### config.mk
export PLATFORM = sky130hd
export DESIGN_NAME = fcm_ram
export DESIGN_NICKNAME = d
export VERILOG_FILES = /design/src/hw/rtl/fir_filter_circular_mac_defines.svh /design/src/hw/rtl/fcm_ram.sv
export SDC_FILE = /design/constraint.sdc
export NUM_CORES = 2
export LEC_CHECK = 0
export BUFFER_PORTS_ARGS = -buffer_cell sky130_fd_sc_hd__buf_2
export CAP_MARGIN = 15
export CORE_ASPECT_RATIO = 1.4
export CORE_MARGIN = 3
export CORE_UTILIZATION = 52
export CTS_CLUSTER_SIZE = 10
export DETAILED_ROUTE_END_ITERATION = 12
export PLACE_DENSITY = 0.77
export SLEW_MARGIN = 20
export SYNTH_ARGS = -nofsm -noshare
export SYNTH_HDL_FRONTEND = slang
export SYNTH_SLANG_ARGS = --single-unit
### constraint.sdc
create_clock -name clk -period 4.75 [get_ports clk]
set_input_delay 0.2375 -clock clk [delete_from_list [all_inputs] [get_ports clk]]
set_output_delay 0.2375 -clock clk [all_outputs]
set_load 0.05 [all_outputs]
### src/hw/rtl/fir_filter_circular_mac_defines.svh
// assertion helpers for the fir filter block
`ifndef FIR_FILTER_CIRCULAR_MAC_DEFINES_SVH
`define FIR_FILTER_CIRCULAR_MAC_DEFINES_SVH

// same-cycle implication, quiet while reset is asserted
`define FCM_ASSERT_NOW(lbl, clk, rst_n, ante, cons, msg) \
	lbl: assert property (@(posedge clk) disable iff (!rst_n) (ante) |-> (cons)) \
		else $error(msg);

// next-cycle implication, quiet while reset is asserted
`define FCM_ASSERT_NEXT(lbl, clk, rst_n, ante, cons, msg) \
	lbl: assert property (@(posedge clk) disable iff (!rst_n) (ante) |=> (cons)) \
		else $error(msg);

`endif

### src/hw/rtl/fcm_ram.sv
`default_nettype none

// simple dual-port ram, registered read
module fcm_ram #(
	parameter int WIDTH = 16,
	parameter int DEPTH = 128
) (
	input  wire logic                     clk,
	input  wire logic                     we,
	input  wire logic [$clog2(DEPTH)-1:0] waddr,
	input  wire logic [WIDTH-1:0]         wdata,
	input  wire logic                     re,
	input  wire logic [$clog2(DEPTH)-1:0] raddr,
	output logic      [WIDTH-1:0]         rdata
);

	logic [WIDTH-1:0] mem_q [DEPTH];

	always_ff @(posedge clk) begin
		if (we) begin
			mem_q[waddr] <= wdata;
		end
		if (re) begin
			rdata <= mem_q[raddr];
		end
	end

endmodule

`default_nettype wire
After elaboration in Yosys (flattened, before gate mapping)
Memory sizes are Yosys's and may differ from the RTL's. A register that Yosys moved wholly into a read port is not among the register bits. Cells that the tools add are included. Widths: inputs -> output; s select.

RAM bits: 2048. Word-level logic and storage cells: 3. Register bits after elaboration: 0. Output and inout port bits: 16. Bits of input ports: 33. Memories: 1.

Muxes and demuxes: 2.

Memory list: mem_q (words 128, bits a word 16, rd ports 1, clocked after Yosys merged registers in 1, wr ports 1, line fcm_ram.sv:17) `logic [WIDTH-1:0] mem_q [DEPTH];`.

Operator list (number): $mux 1 (2).

Depth between registers and ports, before layout
Word-level depth: 2. Gate-level depth with buffers: 7. Mapped depth without buffers: 4.

Worst setup path before layout
OpenSTA, ideal clock, no wires.

Path type: input port to flip-flop. Start: input port raddr[0]. End: register rdata[0] (read register of mem_q), data pin. Required time: 4.490 ns. Path slack: 1.878 ns. Path buffers: 2. Data arrival time: 2.612 ns. Cell stages on the path: 6. Library setup time: 0.260 ns. Cells stage by stage: buf_2 > buf_1 > mux4_2 > mux4_2 > mux4_2 > mux2_2.

RTL lines: start, declared (line fcm_ram.sv:13) `input wire logic [$clog2(DEPTH)-1:0] raddr,`; end, declared (line fcm_ram.sv:14) `output logic [WIDTH-1:0] rdata`.

==> impl_metrics.prom <==
# TYPE chip_impl_metric gauge
chip_impl_metric{name="die_height",unit="um"} 466
chip_impl_metric{name="synthesis.instances",unit=""} 3086
chip_impl_metric{name="design.core.area",unit="um2"} 150000
chip_impl_info{name="tritoncts_clock_tree",value="built"} 1
chip_impl_info{name="r2r_start",value="mem_q[69][3]$_DFFE_PP_"} 1
chip_impl_metric{name="cts_num_sinks",unit=""} 2064
chip_impl_metric{name="grt_max_degree",unit=""} 116
chip_impl_metric{name="fin_tns_setup",unit="ns"} 0
chip_impl_metric{name="effective_utilization_at_floorplan",unit=""} 0.524
chip_impl_info{name="path_delay_family",value="multiplexers"} 1
chip_impl_metric{name="leakage",unit="nW"} 27.4
chip_impl_metric{name="place.gp.congestion",unit=""} 0.826
chip_impl_metric{name="power.density",unit="nW/um2"} 418
chip_impl_metric{name="timing.critical_path.buf_inv",unit=""} 0
chip_impl_metric{name="first_global_vias",unit=""} 38200
chip_impl_info{name="worst_setup_path_startpoint",value="mem_q[69][3]$_DFFE_PP_"} 1
chip_impl_metric{name="wl_met2",unit="um"} 104000
chip_impl_info{name="mostFrequentLayoutCell",value="edfxtp_1"} 1
chip_impl_metric{name="max_transition_margin",unit=""} 0.221
chip_impl_metric{name="overall_via_count_from_detail_route",unit=""} 36900
chip_impl_metric{name="synth.yosys.seq_area_share",unit=""} 0.788
chip_impl_metric{name="path_clk_slew",unit="ns"} 0.05
chip_impl_info{name="rsz0062_at_grt",value="false"} 1
chip_impl_metric{name="design.final.nets",unit=""} 3439
chip_impl_info{name="hold_path_startpoint",value="wdata[10]"} 1
chip_impl_metric{name="detailed_place.area",unit="um2"} 82500
chip_impl_metric{name="wl",unit="um"} 205000
chip_impl_metric{name="timing_max_transition_violations_final",unit=""} 0
chip_impl_metric{name="synth.cell_area",unit="um2"} 78700
chip_impl_metric{name="routedWlPerCell",unit="um"} 38.0
chip_impl_metric{name="ys_seq_elements",unit=""} 2064
chip_impl_metric{name="route.antenna.remaining_nets",unit=""} 0
chip_impl_metric{name="first_pass_iters",unit=""} 6
chip_impl_metric{name="grt_pass1_wl",unit="um"} 289000
chip_impl_metric{name="dieWidth",unit="um"} 335
chip_impl_metric{name="power_frac_seq",unit=""} 0.545
chip_impl_metric{name="groute.usage.overall",unit=""} 0.265
chip_impl_metric{name="critical_path_required",unit="ns"} 5.35
chip_impl_info{name="outcome",value="finished, final reports clean"} 1
chip_impl_metric{name="setup_viol_count_final",unit=""} 0
chip_impl_metric{name="htree_levels",unit=""} 4
chip_impl_metric{name="period_share",unit=""} 0.576
chip_impl_metric{name="postSynthNetCount",unit=""} 3119
chip_impl_info{name="netlist.top_cell.by_area",value="edfxtp_1"} 1
chip_impl_metric{name="insertion_delay",unit="ns"} 0.86
chip_impl_metric{name="antenna_found_initial",unit=""} 23
chip_impl_info{name="path_common_cell",value="mux4_2"} 1
chip_impl_metric{name="vdd_ir_drop_max",unit="uV"} 426
chip_impl_metric{name="post-dp-hpwl",unit="um"} 109000
chip_impl_info{name="cts-root-buf",value="clkbuf_16"} 1
chip_impl_metric{name="timing.fmax",unit="MHz"} 366
chip_impl_metric{name="cts_setup_buffers",unit=""} 0
chip_impl_metric{name="layout-area-overhead-vs-synth",unit="%"} 12.7
chip_impl_metric{name="fin_crit",unit="ns"} 2.73
chip_impl_metric{name="post_route_skew",unit="ns"} 0.0449
chip_impl_metric{name="met3RoutedLength",unit="um"} 21600
chip_impl_metric{name="clock_buffers_created_by_tritoncts",unit=""} 224
chip_impl_metric{name="worst_pin_slew",unit="ns"} 1.17
chip_impl_metric{name="syn-mean-instance-area",unit="um2"} 25.5
chip_impl_metric{name="critPathArrivalTime",unit="ns"} 3.33
chip_impl_metric{name="p_sw_frac",unit=""} 0.211
chip_impl_metric{name="max_cap_check_violation_count",unit=""} 0
chip_impl_info{name="top_layer",value="met5"} 1
chip_impl_metric{name="ioPinCount",unit=""} 49
chip_impl_metric{name="critical_path.max_stage_delay",unit="ns"} 0.62
chip_impl_metric{name="globalRouteOverflowTotal",unit=""} 0
chip_impl_metric{name="cts-resized-gates",unit=""} 0
chip_impl_info{name="layout.cells.most_common_list",value="2064 x edfxtp_1, 672 x mux4_2, 226 x clkbuf_16"} 1
chip_impl_info{name="worstPathCellList",value="mux4_2, mux4_2, mux4_2, mux2_2"} 1
chip_impl_metric{name="synth_top_area_share",unit=""} 0.788
chip_impl_metric{name="layout-drive-gt1-share",unit=""} 0.345
chip_impl_metric{name="via_density",unit=""} 6.84
chip_impl_metric{name="drt_first_iter_violations",unit=""} 5817
chip_impl_metric{name="synth.distinct_cells",unit=""} 16
chip_impl_metric{name="timing.critical_path.fanout_max",unit=""} 1
chip_impl_metric{name="number_of_buffers_inserted_by_port_buffering",unit=""} 48
chip_impl_metric{name="clock_path_buffers",unit=""} 3
chip_impl_metric{name="hold_violations",unit=""} 0
chip_impl_info{name="worstHoldPathType",value="in2reg"} 1
chip_impl_metric{name="pwr-share-clk",unit=""} 0.403
chip_impl_info{name="worst_path_max_delay_cell",value="mux4_2"} 1
chip_impl_info{name="end_kind",value="register"} 1
chip_impl_info{name="path_class",value="reg2reg"} 1
chip_impl_metric{name="std_cell_rows",unit=""} 168
chip_impl_metric{name="m1WireLength",unit="um"} 66900
chip_impl_metric{name="die_area",unit="um2"} 156000
chip_impl_metric{name="remaining_drc_errors",unit=""} 0
chip_impl_metric{name="pwr-share-comb",unit=""} 0.053
chip_impl_metric{name="p_switching",unit="mW"} 7.81
chip_impl_info{name="start_kind",value="register"} 1
chip_impl_info{name="synth.area.top_cells",value="edfxtp_1 79%, mux4_2 19%, nor2_1 0.58%, clkbuf_1 0.39%, buf_2 0.33%"} 1
chip_impl_metric{name="synth-warning-count",unit=""} 0
chip_impl_metric{name="stdcell_area",unit="um2"} 88700
chip_impl_metric{name="p_int",unit="mW"} 29.3
## sequential cells by signal, indices dropped and copies added, names as in the netlist
| signal | count |
|---|---|
| mem_q | 2048 |
| rdata | 16 |
## cells by family after synthesis
family,Yosys count,share of synthesized area
buffers and inverters,164,0.00879
AND/OR/NAND/NOR,170,0.00886
flip-flops,2064,0.788
multiplexers,688,0.195
## through the flow
stage / utilization / cells / setup WS (ns) / total power [mW] / hold slack [ns]
after global placement: 0.550 / 5119 / 1.30 / 22.4 / 0.531
after CTS: 0.590 / 5376 / 2.03 / 37.2 / 0.0331
final: 0.591 / 5390 / 2.02 / 37.1 / 0.0660
after floorplan: - / 3086 / 1.88 / 21.6 / 0.336
after detailed placement: 0.550 / 5119 / 1.28 / 22.5 / 0.538
after global routing: 0.591 / 5378 / 2.00 / 37.9 / 0.0838
## synthesized netlist by cell type
master / count
nand2b_1: 2
buf_2: 52
buf_4: 1
nand2_1: 14
mux2_2: 16
nand4_1: 3
or3_1: 1
mux4_2: 672
buf_6: 1
nor2b_1: 7
edfxtp_1: 2064
nor2_1: 122
clkbuf_1: 82
nor3_1: 9
buf_1: 28
nand3_1: 12
## what timing repair did
| item | in CTS | in global routing |
|---|---|---|
| hold buffers | 15 | 0 |
| endpoints found under the hold margin | 542 | 0 |
| setup endpoints to repair | 0 | 0 |
## metal layers
metal / vias up / global-route usage
met5: - / 0
met1: 19600 / 0.327
met2: 2742 / 0.439
met3: 598 / 0.0638
met4: 12 / 0.142
li1: 14000 / -
## cell type report
| cell class | count | area, um2 |
|---|---|---|
| fillers | 9796 | 61400 |
| flip-flops and latches | 2064 | 62000 |
| diodes | 13 | 32.5 |
| multi-input cells | 858 | 16100 |
| clock buffers | 228 | 5660 |
| repair buffers | 258 | 2210 |
| clock inverters | 14 | 255 |
| well taps | 1955 | 2450 |
## final timing paths
kind / to / slack, ns / cells past startpoint
min: mem_q[102][10]$_DFFE_PP_ / 0.07 / 1
min reg2reg: rdata[7]$_DFFE_PP_ / 1.22 / 4
max: rdata[3]$_DFFE_PP_ / 2.02 / 4
max reg2reg: rdata[3]$_DFFE_PP_ / 2.02 / 4
## power by group through the flow
stage / logic, mW / registers [mW] / clock network, mW
3_5_place_dp: 1.90 / 20.6 / 0
3_3_place_gp: 1.86 / 20.5 / 0
6_report: 1.95 / 20.2 / 14.9
4_1_cts: 1.94 / 20.2 / 15.1
2_1_floorplan: 0.984 / 20.6 / 0
5_1_grt: 2.01 / 20.2 / 15.7
Note: power is estimated with default switching activity, not from simulation.
